## src/rtl/tbpf_pkg.sv

```systemverilog
// Shared types, codes and constants of the tile background pixel fetcher.
package tbpf_pkg;

   localparam int TILE_SIZE   = 8;
   localparam int MAP_SIDE    = 32;
   localparam int ROW_W       = $clog2(TILE_SIZE);
   localparam int COL_W       = $clog2(MAP_SIDE);
   localparam int ADDR_W      = 13;
   localparam int BYTE_W      = 8;
   localparam int COLOR_W     = 2;
   localparam int PALETTE_W   = 3;
   localparam int FIFO_W      = 5;
   localparam int PIXELS      = 8;
   localparam int BEAT_W      = $clog2(PIXELS);
   // Tile data starts at id * bytes per tile; the low bits of that are the row and plane.
   localparam int TILE_BYTE_W = ROW_W + 1;
   localparam int TILE_BASE_W = ADDR_W - TILE_BYTE_W;

   localparam logic [FIFO_W-1:0] FIFO_PUSH_LIMIT = FIFO_W'(PIXELS);

   localparam logic [ADDR_W-1:0] MAP_BASE_LOW   = 13'h1800;
   localparam logic [ADDR_W-1:0] MAP_BASE_HIGH  = 13'h1C00;

   // Attribute bit positions.
   localparam int ATTR_BANK     = 3;
   localparam int ATTR_HFLIP    = 5;
   localparam int ATTR_VFLIP    = 6;
   localparam int ATTR_PRIORITY = 7;

   typedef enum logic [1:0] {
      REQ_DOT_TICK = 2'd0,
      REQ_RESTART  = 2'd1,
      REQ_SET_MODE = 2'd2,
      REQ_IGNORED  = 2'd3
   } req_code_type;

   typedef enum logic [3:0] {
      STEP_GET_TILE  = 4'b0001,
      STEP_DATA_LOW  = 4'b0010,
      STEP_DATA_HIGH = 4'b0100,
      STEP_PUSH      = 4'b1000
   } fetch_step_type;

   typedef struct packed {
      logic [1:0]        req_type;
      logic              window_mode;
      logic [BYTE_W-1:0] scanline;
      logic [BYTE_W-1:0] scroll_x;
      logic [BYTE_W-1:0] scroll_y;
      logic [BYTE_W-1:0] window_line;
      logic              bg_map_select;
      logic              win_map_select;
      logic              data_area_select;
      logic [FIFO_W-1:0] fifo_count;
      logic [BYTE_W-1:0] read_bank0;
      logic [BYTE_W-1:0] read_bank1;
   } item_type;

   // One accepted item's outcome: a single beat, or eight pixel beats when push is set.
   typedef struct packed {
      logic                           mem_request;
      logic [ADDR_W-1:0]              mem_address;
      logic                           push;
      logic [PIXELS-1:0][COLOR_W-1:0] colors;
      logic [PALETTE_W-1:0]           palette_number;
      logic                           above_sprites;
   } result_type;

endpackage

```

## src/rtl/tbpf_req_if.sv

```systemverilog
// Input channel of the fetcher: one dot tick or control request per beat.
interface tbpf_req_if;
   import tbpf_pkg::*;

   logic              valid;
   logic              ready;
   logic [1:0]        req_type;
   logic              window_mode;
   logic [BYTE_W-1:0] scanline;
   logic [BYTE_W-1:0] scroll_x;
   logic [BYTE_W-1:0] scroll_y;
   logic [BYTE_W-1:0] window_line;
   logic              bg_map_select;
   logic              win_map_select;
   logic              data_area_select;
   logic [FIFO_W-1:0] fifo_count;
   logic [BYTE_W-1:0] read_bank0;
   logic [BYTE_W-1:0] read_bank1;

   modport source (
      output valid, req_type, window_mode, scanline, scroll_x, scroll_y, window_line,
             bg_map_select, win_map_select, data_area_select, fifo_count,
             read_bank0, read_bank1,
      input  ready
   );

   modport sink (
      input  valid, req_type, window_mode, scanline, scroll_x, scroll_y, window_line,
             bg_map_select, win_map_select, data_area_select, fifo_count,
             read_bank0, read_bank1,
      output ready
   );
endinterface

```

## src/rtl/tbpf_rsp_if.sv

```systemverilog
// Result channel of the fetcher: VRAM request and pixel beats.
interface tbpf_rsp_if;
   import tbpf_pkg::*;

   logic                 valid;
   logic                 ready;
   logic                 mem_request;
   logic [ADDR_W-1:0]    mem_address;
   logic                 pixel_valid;
   logic [COLOR_W-1:0]   color_index;
   logic [PALETTE_W-1:0] palette_number;
   logic                 above_sprites;
   logic                 last_result;

   modport source (
      output valid, mem_request, mem_address, pixel_valid, color_index, palette_number,
             above_sprites, last_result,
      input  ready
   );

   modport sink (
      input  valid, mem_request, mem_address, pixel_valid, color_index, palette_number,
             above_sprites, last_result,
      output ready
   );
endinterface

```

## src/rtl/tbpf_csr_if.sv

```systemverilog
// Configuration write channel of the fetcher: carries the color mode bit.
interface tbpf_csr_if;
   logic valid;
   logic ready;
   logic color_mode;

   modport source (output valid, color_mode, input ready);
   modport sink (input valid, color_mode, output ready);
endinterface

```

## src/rtl/tbpf_fetch_core.sv

```systemverilog
// Fetcher step sequencer: tile, plane and attribute state and the outcome of one item.
module tbpf_fetch_core
   import tbpf_pkg::*;
(
   input  logic       clock,
   input  logic       reset,
   input  logic       item_accept,
   input  item_type   item,
   input  logic       color_mode,
   output result_type result
);

   fetch_step_type         step_ff, step_in;
   logic                   tick_ff, tick_in;
   logic [COL_W-1:0]       column_ff, column_in;
   logic                   window_ff, window_in;
   logic [ROW_W-1:0]       row_ff, row_in;
   logic [TILE_BASE_W-1:0] tile_base_ff, tile_base_in;
   logic [BYTE_W-1:0]      plane_low_ff, plane_low_in;
   logic [BYTE_W-1:0]      plane_high_ff, plane_high_in;
   logic [BYTE_W-1:0]      attr_ff, attr_in;

   logic [BYTE_W-1:0]      start_line;
   logic [COL_W-1:0]       map_column;
   logic [ADDR_W-1:0]      map_address;
   logic [ROW_W-1:0]       plane_row;
   logic [BYTE_W-1:0]      bank_byte;
   logic                   signed_area;
   logic [PIXELS-1:0][COLOR_W-1:0] row_colors;

   always_comb begin
      start_line = window_ff ? item.window_line : item.scanline + item.scroll_y;
      map_column = window_ff ? column_ff
                             : item.scroll_x[BYTE_W-1:ROW_W] + column_ff;
      map_address = ((window_ff ? item.win_map_select : item.bg_map_select)
                       ? MAP_BASE_HIGH : MAP_BASE_LOW)
                    + ADDR_W'({start_line[ROW_W+COL_W-1:ROW_W], map_column});
      plane_row   = row_ff ^ {ROW_W{attr_ff[ATTR_VFLIP]}};
      bank_byte   = attr_ff[ATTR_BANK] ? item.read_bank1 : item.read_bank0;
      // Signed ids below 128 sit above the 0x1000 boundary; the rest wrap to id * 16.
      signed_area = !(item.data_area_select || item.read_bank0[BYTE_W-1]);
   end

   always_comb begin
      for (int x = 0; x < PIXELS; x++) begin
         logic [BEAT_W-1:0] pos;
         pos = attr_ff[ATTR_HFLIP] ? BEAT_W'(x) : BEAT_W'(PIXELS - 1 - x);
         row_colors[x] = {plane_high_ff[pos], plane_low_ff[pos]};
      end
   end

   always_comb begin
      step_in       = step_ff;
      tick_in       = tick_ff;
      column_in     = column_ff;
      window_in     = window_ff;
      row_in        = row_ff;
      tile_base_in  = tile_base_ff;
      plane_low_in  = plane_low_ff;
      plane_high_in = plane_high_ff;
      attr_in       = attr_ff;
      result        = '0;

      case (req_code_type'(item.req_type))
         REQ_RESTART: begin
            column_in = '0;
            step_in   = STEP_GET_TILE;
            tick_in   = 1'b0;
         end
         REQ_SET_MODE: begin
            window_in = item.window_mode;
         end
         REQ_DOT_TICK: begin
            case (step_ff)
               STEP_GET_TILE: begin
                  if (!tick_ff) begin
                     result.mem_request = 1'b1;
                     result.mem_address = map_address;
                     row_in             = start_line[ROW_W-1:0];
                     column_in          = column_ff + 1'b1;
                     tick_in            = 1'b1;
                  end else begin
                     attr_in      = color_mode ? item.read_bank1 : '0;
                     tile_base_in = {signed_area, item.read_bank0};
                     step_in      = STEP_DATA_LOW;
                     tick_in      = 1'b0;
                  end
               end
               STEP_DATA_LOW: begin
                  if (!tick_ff) begin
                     result.mem_request = 1'b1;
                     result.mem_address = {tile_base_ff, plane_row, 1'b0};
                     tick_in            = 1'b1;
                  end else begin
                     plane_low_in = bank_byte;
                     step_in      = STEP_DATA_HIGH;
                     tick_in      = 1'b0;
                  end
               end
               STEP_DATA_HIGH: begin
                  if (!tick_ff) begin
                     result.mem_request = 1'b1;
                     result.mem_address = {tile_base_ff, plane_row, 1'b1};
                     tick_in            = 1'b1;
                  end else begin
                     plane_high_in = bank_byte;
                     step_in       = STEP_PUSH;
                     tick_in       = 1'b0;
                  end
               end
               STEP_PUSH: begin
                  // Stall while the pixel FIFO cannot take a full row.
                  if (item.fifo_count <= FIFO_PUSH_LIMIT) begin
                     result.push           = 1'b1;
                     result.colors         = row_colors;
                     result.palette_number = attr_ff[PALETTE_W-1:0];
                     result.above_sprites  = attr_ff[ATTR_PRIORITY];
                     step_in               = STEP_GET_TILE;
                     tick_in               = 1'b0;
                  end
               end
               default: begin
                  step_in = STEP_GET_TILE;
                  tick_in = 1'b0;
               end
            endcase
         end
         default: begin
         end
      endcase
   end

   always_ff @(posedge clock) begin
      if (reset) begin
         step_ff       <= STEP_GET_TILE;
         tick_ff       <= 1'b0;
         column_ff     <= '0;
         window_ff     <= 1'b0;
         row_ff        <= '0;
         tile_base_ff  <= '0;
         plane_low_ff  <= '0;
         plane_high_ff <= '0;
         attr_ff       <= '0;
      end else if (item_accept) begin
         step_ff       <= step_in;
         tick_ff       <= tick_in;
         column_ff     <= column_in;
         window_ff     <= window_in;
         row_ff        <= row_in;
         tile_base_ff  <= tile_base_in;
         plane_low_ff  <= plane_low_in;
         plane_high_ff <= plane_high_in;
         attr_ff       <= attr_in;
      end
   end

endmodule

```

## src/rtl/tile_background_pixel_fetcher_top.sv

```systemverilog
// Top level of the tile background pixel fetcher: channels, result register and beat serializer.
//
// Background/window tile fetcher for a tile-based pixel pipeline. Each req beat is one dot
// tick (or a restart / set-mode request); the fetcher walks GetTile, plane low, plane high
// and Push; each of the first three steps asks for a VRAM read on its first tick, and each
// non-push tick answers with one rsp beat carrying the read it wants, if any (the answer
// comes back in read_bank0/1 of the next tick). A Push tick with the pixel FIFO holding
// eight or fewer pixels answers with eight pixel beats, leftmost first, the last flagged by
// last_result; a fuller FIFO stalls the fetcher for that tick. All state updates happen in
// the accepting cycle and the outcome lands in one result register, so a new req beat is
// taken every cycle while rsp keeps up and no push is draining through the single pixel
// lane of the serializer. The next req beat is taken in the same cycle the final rsp beat
// leaves. color_mode is written on the csr channel, which is always ready.
module tile_background_pixel_fetcher_top
   import tbpf_pkg::*;
(
   input  logic   clock,
   input  logic   reset,
   tbpf_req_if.sink   req_bus,
   tbpf_rsp_if.source rsp_bus,
   tbpf_csr_if.sink   csr_bus
);

   item_type          item;
   result_type        result;
   result_type        held_ff;
   logic              held_valid_ff;
   logic [BEAT_W-1:0] beat_ff;
   logic              color_mode_ff;
   logic              item_accept;
   logic              rsp_fire;
   logic              rsp_last;

   assign item = '{
      req_type:         req_bus.req_type,
      window_mode:      req_bus.window_mode,
      scanline:         req_bus.scanline,
      scroll_x:         req_bus.scroll_x,
      scroll_y:         req_bus.scroll_y,
      window_line:      req_bus.window_line,
      bg_map_select:    req_bus.bg_map_select,
      win_map_select:   req_bus.win_map_select,
      data_area_select: req_bus.data_area_select,
      fifo_count:       req_bus.fifo_count,
      read_bank0:       req_bus.read_bank0,
      read_bank1:       req_bus.read_bank1
   };

   // Take a new item when the result register is empty or drains its final beat now.
   assign rsp_last    = !held_ff.push || (beat_ff == BEAT_W'(PIXELS - 1));
   assign rsp_fire    = held_valid_ff && rsp_bus.ready;
   assign req_bus.ready = !held_valid_ff || (rsp_bus.ready && rsp_last);
   assign item_accept = req_bus.valid && req_bus.ready;
   assign csr_bus.ready = 1'b1;

   tbpf_fetch_core u_core (
      .clock      (clock),
      .reset      (reset),
      .item_accept(item_accept),
      .item       (item),
      .color_mode (color_mode_ff),
      .result     (result)
   );

   always_ff @(posedge clock) begin
      if (reset) begin
         color_mode_ff <= 1'b0;
      end else if (csr_bus.valid) begin
         color_mode_ff <= csr_bus.color_mode;
      end
   end

   // Hold the outcome and advance through its beats.
   always_ff @(posedge clock) begin
      if (reset) begin
         held_valid_ff <= 1'b0;
         beat_ff       <= '0;
      end else if (item_accept) begin
         held_valid_ff <= 1'b1;
         beat_ff       <= '0;
      end else if (rsp_fire) begin
         if (rsp_last) begin
            held_valid_ff <= 1'b0;
         end
         beat_ff <= beat_ff + 1'b1;
      end
   end

   always_ff @(posedge clock) begin
      if (item_accept) begin
         held_ff <= result;
      end
   end

   assign rsp_bus.valid          = held_valid_ff;
   assign rsp_bus.mem_request    = held_ff.mem_request;
   assign rsp_bus.mem_address    = held_ff.mem_address;
   assign rsp_bus.pixel_valid    = held_ff.push;
   assign rsp_bus.color_index    = held_ff.push ? held_ff.colors[beat_ff] : '0;
   assign rsp_bus.palette_number = held_ff.palette_number;
   assign rsp_bus.above_sprites  = held_ff.above_sprites;
   assign rsp_bus.last_result    = rsp_last;

endmodule
```

## src/flat_wrapper.sv

```systemverilog
// flat-port wrapper written by rule: the top's interface ports become plain ports
module tile_background_pixel_fetcher_top_flat import tbpf_pkg::*;
  (clock, reset, req_bus_valid, req_bus_req_type, req_bus_window_mode, req_bus_scanline, req_bus_scroll_x, req_bus_scroll_y, req_bus_window_line, req_bus_bg_map_select, req_bus_win_map_select, req_bus_data_area_select, req_bus_fifo_count, req_bus_read_bank0, req_bus_read_bank1, req_bus_ready, rsp_bus_valid, rsp_bus_mem_request, rsp_bus_mem_address, rsp_bus_pixel_valid, rsp_bus_color_index, rsp_bus_palette_number, rsp_bus_above_sprites, rsp_bus_last_result, rsp_bus_ready, csr_bus_valid, csr_bus_color_mode, csr_bus_ready);
  tbpf_req_if req_bus_i ();
  tbpf_rsp_if rsp_bus_i ();
  tbpf_csr_if csr_bus_i ();
  input  logic clock;
  input  logic reset;
  input wire logic [$bits(req_bus_i.valid)-1:0] req_bus_valid;
  input wire logic [$bits(req_bus_i.req_type)-1:0] req_bus_req_type;
  input wire logic [$bits(req_bus_i.window_mode)-1:0] req_bus_window_mode;
  input wire logic [$bits(req_bus_i.scanline)-1:0] req_bus_scanline;
  input wire logic [$bits(req_bus_i.scroll_x)-1:0] req_bus_scroll_x;
  input wire logic [$bits(req_bus_i.scroll_y)-1:0] req_bus_scroll_y;
  input wire logic [$bits(req_bus_i.window_line)-1:0] req_bus_window_line;
  input wire logic [$bits(req_bus_i.bg_map_select)-1:0] req_bus_bg_map_select;
  input wire logic [$bits(req_bus_i.win_map_select)-1:0] req_bus_win_map_select;
  input wire logic [$bits(req_bus_i.data_area_select)-1:0] req_bus_data_area_select;
  input wire logic [$bits(req_bus_i.fifo_count)-1:0] req_bus_fifo_count;
  input wire logic [$bits(req_bus_i.read_bank0)-1:0] req_bus_read_bank0;
  input wire logic [$bits(req_bus_i.read_bank1)-1:0] req_bus_read_bank1;
  output wire logic [$bits(req_bus_i.ready)-1:0] req_bus_ready;
  output wire logic [$bits(rsp_bus_i.valid)-1:0] rsp_bus_valid;
  output wire logic [$bits(rsp_bus_i.mem_request)-1:0] rsp_bus_mem_request;
  output wire logic [$bits(rsp_bus_i.mem_address)-1:0] rsp_bus_mem_address;
  output wire logic [$bits(rsp_bus_i.pixel_valid)-1:0] rsp_bus_pixel_valid;
  output wire logic [$bits(rsp_bus_i.color_index)-1:0] rsp_bus_color_index;
  output wire logic [$bits(rsp_bus_i.palette_number)-1:0] rsp_bus_palette_number;
  output wire logic [$bits(rsp_bus_i.above_sprites)-1:0] rsp_bus_above_sprites;
  output wire logic [$bits(rsp_bus_i.last_result)-1:0] rsp_bus_last_result;
  input wire logic [$bits(rsp_bus_i.ready)-1:0] rsp_bus_ready;
  input wire logic [$bits(csr_bus_i.valid)-1:0] csr_bus_valid;
  input wire logic [$bits(csr_bus_i.color_mode)-1:0] csr_bus_color_mode;
  output wire logic [$bits(csr_bus_i.ready)-1:0] csr_bus_ready;
  assign req_bus_i.valid = req_bus_valid;
  assign req_bus_i.req_type = req_bus_req_type;
  assign req_bus_i.window_mode = req_bus_window_mode;
  assign req_bus_i.scanline = req_bus_scanline;
  assign req_bus_i.scroll_x = req_bus_scroll_x;
  assign req_bus_i.scroll_y = req_bus_scroll_y;
  assign req_bus_i.window_line = req_bus_window_line;
  assign req_bus_i.bg_map_select = req_bus_bg_map_select;
  assign req_bus_i.win_map_select = req_bus_win_map_select;
  assign req_bus_i.data_area_select = req_bus_data_area_select;
  assign req_bus_i.fifo_count = req_bus_fifo_count;
  assign req_bus_i.read_bank0 = req_bus_read_bank0;
  assign req_bus_i.read_bank1 = req_bus_read_bank1;
  assign req_bus_ready = req_bus_i.ready;
  assign rsp_bus_valid = rsp_bus_i.valid;
  assign rsp_bus_mem_request = rsp_bus_i.mem_request;
  assign rsp_bus_mem_address = rsp_bus_i.mem_address;
  assign rsp_bus_pixel_valid = rsp_bus_i.pixel_valid;
  assign rsp_bus_color_index = rsp_bus_i.color_index;
  assign rsp_bus_palette_number = rsp_bus_i.palette_number;
  assign rsp_bus_above_sprites = rsp_bus_i.above_sprites;
  assign rsp_bus_last_result = rsp_bus_i.last_result;
  assign rsp_bus_i.ready = rsp_bus_ready;
  assign csr_bus_i.valid = csr_bus_valid;
  assign csr_bus_i.color_mode = csr_bus_color_mode;
  assign csr_bus_ready = csr_bus_i.ready;
  tile_background_pixel_fetcher_top u_core (.clock(clock), .reset(reset), .req_bus(req_bus_i), .rsp_bus(rsp_bus_i), .csr_bus(csr_bus_i));
endmodule
```

## config.mk

```make
export PLATFORM = sky130hd
export DESIGN_NAME = tile_background_pixel_fetcher_top_flat
export DESIGN_NICKNAME = d
export VERILOG_FILES = /design/src/rtl/tbpf_pkg.sv /design/src/rtl/tbpf_req_if.sv /design/src/rtl/tbpf_rsp_if.sv /design/src/rtl/tbpf_csr_if.sv /design/src/rtl/tbpf_fetch_core.sv /design/src/rtl/tile_background_pixel_fetcher_top.sv /design/src/flat_wrapper.sv
export SDC_FILE = /design/constraint.sdc
export NUM_CORES = 1
export LEC_CHECK = 0
export ABC_AREA = 1
export ABC_CLOCK_PERIOD_IN_PS = 5730
export BUFFER_PORTS_ARGS = -buffer_cell sky130_fd_sc_hd__buf_4
export CORE_UTILIZATION = 58
export DETAILED_ROUTE_END_ITERATION = 16
export GPL_TIMING_DRIVEN = 0
export HOLD_SLACK_MARGIN = 0.06
export MAX_ROUTING_LAYER = met4
export PLACE_DENSITY = 0.92
export SETUP_SLACK_MARGIN = 0.2
export SYNTH_ARGS = -nofsm -noshare
export SYNTH_HDL_FRONTEND = slang
export SYNTH_SLANG_ARGS = --single-unit
```

## constraint.sdc

```tcl
create_clock -name clock -period 5.73 [get_ports clock]
set_input_delay 0.573 -clock clock [delete_from_list [all_inputs] [get_ports clock]]
set_output_delay 0.573 -clock clock [all_outputs]
set_load 0.05 [all_outputs]
```

==> impl_metrics.ini, run 1 <==
[status]
status = completed

[final_layout]
final_cells = 802
nNetsFinal = 776
drive_above_1_share = 0.2157
final_common_cell = buf_4
mostFrequentLayoutCells = buf_4 (101), nor2_1 (100), nand2_1 (92)
antennaDiodeCount = 0
fin_util = 0.7334
areaGrowthSynthToFinish_pct = 21.48

[logic_synthesis]
synth.avg_cell_area_sq_um = 7.829
synthArstFlopShare = 0
netlist_area_sq_um = 4689
synth-edff-count = 35
ys.flop_type = dfxtp_1
synth.distinct_cells = 36
syn_nets = 680
ys_ff_latch = 86
yosysWarnings = 0
syn_inst = 599
seq_area_frac_synth = 0.4418

[hold_path]
holdPathStages = 2
holdPathEnd = u_core.color_mode_ff$_SDFFE_PP0P_
hp-class = in2reg
hp-start = csr_bus_valid

[critical_path]
r2r_end = u_core.u_core.tile_base_ff[7]$_SDFFE_PP0P_
cp_cell_sequence = clkbuf_1 > inv_1 > o21ai_0 > o21ai_0 > o21ai_0 > a31oi_1 > buf_4
critical_path_class = reg2out
timing.rr.start = u_core.beat_ff[1]$_SDFFE_PP0P_
crit_top_cell = o21ai_0
crit_path_end_kind = primary output
cp_max_fo = 10
cp.arrival_ns = 2.00
required_ns = 5.16
slowest_delay_ns = 0.35
crit_path_top_delay_cell = dfxtp_1
rrSetupSlack_ns = 3.25
reg2reg_depth = 11
cp-start-kind = register

[sta]
fmax_ghz = 0.3882
tightest_slew_ns = 0.5742
rsz0062_at_grt = no
final-setup-viol-count = 0
setup_tns_ns = 0
relSlewSlack = 0.6172
finalHoldViolCount = 0
drv_slew = 0
finClkSkew_ns = 0.01063
fin_crit_sh = 0.4496
worst_slack_ns = 3.154
period_needed_ns = 2.576

[grt]
grt_pass1_wl_um = 19280
grt_pass1_vias = 4263
antenna_found_initial = 0
track_usage = 0.2982
grt_max_degree = 41
grt_overflow = 0

[cts]
cts_buffer_depth = 2
post_cts_buffers = 0
cts_buffers = 9
clockRootBuffer = clkbuf_8
clock-sinks = 86
hold_buffers = 0
clock_latency_ns = 0.36
ctsResizeCount = 0
clk_pin_slew_worst_paths_ns = 0.09
cts_max_level = 3
cts_tree = done

[drt]
wire_per_inst_um = 14.67
routed_wl_um = 11770
drtIter0Drc = 369
drtAntennaViolNets = 0
routed-via-count = 4421
viasPerCell = 5.512
dr.pass1.iters = 5
drc = 0

[flow_run]
max-cap-violations = 0

[power]
power_switching_uw = 395.6
leakage_nw = 2.469
peakVddDrop_v = 0.0001684
clkPwrFrac = 0.348
pwr-share-seq = 0.479
power_frac_comb = 0.173
cellPowerDensity_nw_per_um2 = 245.5
power.total_mw = 1.398
internal-power_mw = 1.003
swShare = 0.2829

[die]
ios = 90
die_w_um = 91.92
dieArea_sq_um = 8449
core.rowCount = 32
coreArea_sq_um = 7767
initial_core_util = 0.6037
die_y_um = 91.92

[placed_design]
gp_congestion = 0.9768
pre_cts_ws_ns = 2.808
dp_cells = 785
port_buffers = 84
hpwl_um = 8659
[synthesized netlist by cell type (all sizes together) (6+ instances only)]
cell	instances	area share
nor2	104	0.086
nand2	93	0.075
a21oi	71	0.081
inv	66	0.053
dfxtp	51	0.22
o21ai	47	0.050
nand3	39	0.043
edfxtp	35	0.22
buf	22	0.034
clkbuf	16	0.013
ha	14	0.037
mux2	8	0.019
nand3b	6	0.018
[worst max-delay path: cells and delay by family (launching register included)]
kind	cells	cell delay [ns]
buffers and inverters	3	0.72
AOI/OAI and AO/OA	4	0.58
DFF	1	0.35
[layout make-up]
type | instances | area (sq um)
fillers | 548 | 2071
clock inverters | 7 | 105.1
well taps | 102 | 127.6
repair buffers | 85 | 650.6
plain buffers | 38 | 219.0
clock buffers | 9 | 123.9
multi-input cells | 409 | 2151
inverters | 66 | 247.7
flip-flops and latches | 86 | 2072
[metrics by stage]
stage | cell area [sq um] | hold WS [ns]
after floorplan | 4690 | 0.4443
after global placement | 5448 | 0.4562
after detailed placement | 5448 | 0.4625
after CTS | 5677 | 0.4135
after global routing | 5697 | 0.4115
final | 5697 | 0.4074
[cells by family after synthesis]
kind of cell               after synthesis  share of synthesized area
adders and majority gates               16                    0.04589
buffers and inverters                  104                    0.09952
and+or+nand+nor                        252                     0.2385
xor gates and xnor gates                 8                    0.01494
AOI/OAI and AO/OA                      124                     0.1393
DFF                                     86                     0.4418
muxes                                    8                    0.01921
other                                    1                  0.0007997
[registers in the layout (all words and copies together) (netlist names)]
register / cells
u_core.color_mode_ff: 1
u_core.u_core.tile_base_ff: 9
u_core.u_core.plane_low_ff: 8
u_core.u_core.plane_high_ff: 8
u_core.beat_ff: 3
u_core.rsp_bus.mem_address: 13
u_core.u_core.tick_ff: 1
u_core.rsp_bus.palette_number: 3
u_core.rsp_bus.valid: 1
u_core.rsp_bus.above_sprites: 1
u_core.u_core.column_ff: 5
u_core.u_core.step_ff: 4
u_core.u_core.attr_ff: 7
u_core.held_ff: 16
u_core.rsp_bus.mem_request: 1
u_core.rsp_bus.pixel_valid: 1
u_core.u_core.row_ff: 3
u_core.u_core.window_ff: 1
[worst max-delay path by stage]
| stage | start | endpoint | slack [ns] |
|---|---|---|---|
| 6_report | u_core.beat_ff[0]$_SDFFE_PP0P_ | rsp_bus_color_index[0] | 3.15 |
| 5_1_grt | u_core.beat_ff[0]$_SDFFE_PP0P_ | rsp_bus_color_index[0] | 2.92 |
| 4_1_cts | u_core.beat_ff[1]$_SDFFE_PP0P_ | u_core.u_core.tile_base_ff[7]$_SDFFE_PP0P_ | 2.75 |
| 3_5_place_dp | u_core.beat_ff[1]$_SDFFE_PP0P_ | u_core.u_core.tile_base_ff[7]$_SDFFE_PP0P_ | 2.81 |
| 3_3_place_gp | u_core.beat_ff[1]$_SDFFE_PP0P_ | u_core.u_core.plane_high_ff[5]$_SDFFE_PP0P_ | 2.93 |
| 2_1_floorplan | u_core.beat_ff[1]$_SDFFE_PP0P_ | u_core.u_core.plane_high_ff[5]$_SDFFE_PP0P_ | 2.94 |
[per-layer routing]
| metal | global-route usage | vias to the layer above | wire, um |
|---|---|---|---|
| met5 | - | - | 0 |
| met2 | 0.5112 | 195 | 5907 |
| li1 | - | 2137 | - |
| met4 | 0.1302 | 0 | 346 |
| met3 | 0.03234 | 34 | 703 |
| met1 | 0.3557 | 2055 | 4809 |
[power groups by stage]
stage	combinational (mW)	clock [mW]	sequential [mW]
floorplan	0.148	0	0.686
global placement	0.228	0	0.683
detailed placement	0.236	0	0.684
CTS	0.238	0.483	0.670
global route	0.264	0.510	0.671
finish	0.242	0.487	0.669
No activity file was read; power rests on OpenSTA's default activity.
==> run 2: changes to the inputs <==
ABC_CLOCK_PERIOD_IN_PS = 2200   (was 5730)
CORE_UTILIZATION = 50   (was 58)
PLACE_DENSITY = 0.85   (was 0.92)
clock period = 2.2 ns   (was 5.73 ns; I/O delays follow)
==> run 2 against run 1 <==
Compared with the run above:
- sequential share of layout area shrank 0.76 points
- global-route usage shrank 4.1 points
- sequential cell count is the same
- first-iteration DRC count grew 16%
- cell area grew 2.4%
- final cell count grew 1.9%
- register-to-register slack lost 3.0 ns
- wire length grew 3.0%
- clock skew shrank 0.00090 ns
- die area grew 16%
- critical path depth shrank 1
- critical endpoint is now u_core.rsp_bus.mem_address[1]$_SDFFCE_PN0P_
==> impl_metrics.ini, run 2 (synthesis gave the netlist of run 1 again) <==
[status]
status = completed

[die]
coreArea_sq_um = 8891
core.rowCount = 34
initial_core_util = 0.5274
ios = 90
die_y_um = 98.85
dieArea_sq_um = 9770
die_w_um = 98.85

[grt]
busiest_layer = met2
grt_use_met1 = 0.3244
grt_overflow = 0
use_met3 = 0.04255
grt_pass1_vias = 4255
grt_pass1_wl_um = 19220
use_met2 = 0.4201
antenna_found_initial = 0
track_usage = 0.2573
grt_max_degree = 21

[sta]
drv_slew = 0
tightest_slew_ns = 0.7683
fmax_ghz = 0.5236
finalHoldViolCount = 0
fin_crit_sh = 0.8681
rsz0062_at_grt = yes
period_needed_ns = 1.910
finClkSkew_ns = 0.009734
final-setup-viol-count = 0
setup_tns_ns = 0
relSlewSlack = 0.4878

[final_layout]
nNetsFinal = 785
antennaDiodeCount = 0
mostFrequentLayoutCells = buf_4 (105), nor2_1 (100), nand2_1 (88)
largest_reg_flops = 16
areaGrowthSynthToFinish_pct = 24.44
fill_cells = 702
final_common_cell = buf_4
drive_above_1_share = 0.2341
regMostFlops = u_core.held_ff

[cts]
cts_buffers = 9
cts_buffer_depth = 2
clk_pin_slew_worst_paths_ns = 0.08
clock-sinks = 86
clock_latency_ns = 0.35
cts_max_level = 3
cts_tree = done
clockRootBuffer = clkbuf_8

[critical_path]
crit_path_top_delay_cell = a21oi_2
cp-start-kind = register
slowest_delay_ns = 0.61
required_ns = 2.18
cp.arrival_ns = 1.89
startpoint = u_core.beat_ff[1]$_SDFFE_PP0P_
cp_max_fo = 10
cp_cell_sequence = ha_1 > ha_1 > inv_1 > nand2_4 > nand2_8 > a21oi_2
cp_num_buf_inv = 1
critical_path_class = reg2reg
timing.rr.start = u_core.beat_ff[1]$_SDFFE_PP0P_
crit_top_cell = ha_1
crit_path_end_kind = register
crit_family = compound AO/OA/AOI/OAI gates

[power]
clkPwrFrac = 0.310
peakVddDrop_v = 0.0004501
swShare = 0.2868
leakage_nw = 2.519
power.total_mw = 3.496
cellPowerDensity_nw_per_um2 = 599.1
power_frac_comb = 0.190
pwr-share-seq = 0.499
internal-power_mw = 2.493
power_switching_mw = 1.003

[placed_design]
port_buffers = 84
hpwl_um = 8763
gp_congestion = 1.003

[drt]
routed-via-count = 4485
dr.pass1.iters = 6
viasPerCell = 5.490
routed_wl_um = 12120
drtIter0Drc = 429
drc = 0
drtAntennaViolNets = 0
wire_per_inst_um = 14.84

[hold_path]
hp-start = csr_bus_color_mode
hp-class = in2reg

[flow_run]
max-cap-violations = 0
-- run 2: cell types whose count changed in the layout (fill, tap and decap cells not counted), moves of 2 or more --
cell	before	now
nand2_4	0	2
o21ai_1	0	6
dfxtp_1	51	48
buf_4	101	105
clkinv_1	0	2
buf_2	4	1
o21ai_0	47	41
buf_6	1	6
nand2_1	92	88
a21oi_4	1	3
dfxtp_2	0	2
-- run 2: path summary, 6_finish.rpt --
path,endpoint,slack (ns),cells after the start
setup / recovery,u_core.rsp_bus.mem_address[1]$_SDFFCE_PN0P_,0.29,6
hold / removal,u_core.color_mode_ff$_SDFFE_PP0P_,0.11,3
setup reg to reg,u_core.rsp_bus.mem_address[1]$_SDFFCE_PN0P_,0.29,6
hold reg to reg,u_core.u_core.attr_ff[7]$_SDFFE_PP0P_,0.48,2
-- run 2: per-stage QoR --
step | instances | worst slack [ns] | utilization | area, sq um | hold WS [ns]
after floorplan | 599 | -0.2004 | - | 4727 | 0.3141
after global routing | 817 | 0.1500 | 0.6563 | 5836 | 0.1052
final | 817 | 0.2902 | 0.6563 | 5836 | 0.1105
after detailed placement | 791 | -0.5459 | 0.6178 | 5493 | 0.4234
after CTS | 814 | 0.2209 | 0.6483 | 5764 | 0.1119
after global placement | 791 | -0.4428 | 0.6178 | 5493 | 0.4108
-- run 2: cell type report --
type,count,area (sq um),area share
clock inverter,6,60.06,0.01029
multi-input combinational,412,2236,0.3831
sequential,86,2078,0.3561
timing repair buffer,91,701.9,0.1203
clock buffer,10,127.6,0.02187
tap,108,135.1,0.02316
inverter,66,251.5,0.04310
buffer,38,245.2,0.04202
-- run 2: routing by layer --
metal / vias up / share of wire
met2: 241 / 0.48
li1: 2169 / -
met1: 2045 / 0.41
met3: 30 / 0.091
met4: 0 / 0.022
met5: - / 0
-- run 2: worst register-to-register path: cells and delay by family, from the launching register on --
family	cells	cell delay (ns)
AOI/OAI and AO/OA	1	0.61
adders and majority gates	2	0.31
and+or+nand+nor	2	0.17
DFF	1	0.40
buffers and inverters	1	0.06
-- run 2: power groups by stage --
| stage | registers (mW) | logic [mW] | clock network, mW |
|---|---|---|---|
| floorplan | 1.79 | 0.387 | 0 |
| global placement | 1.78 | 0.602 | 0 |
| detailed placement | 1.78 | 0.618 | 0 |
| CTS | 1.75 | 0.641 | 1.08 |
| global route | 1.75 | 0.718 | 1.16 |
| finish | 1.75 | 0.665 | 1.09 |
-- run 2: what timing repair did --
item / in CTS / in global routing
hold buffers: 1 / 0
cloned: 2 / 1
gates resized for setup: 4 / 12
setup buffers: 4 / 2
endpoints found under the setup margin: 76 / 48
pin swaps: 2 / 3
endpoints found under the hold margin: 1 / 0
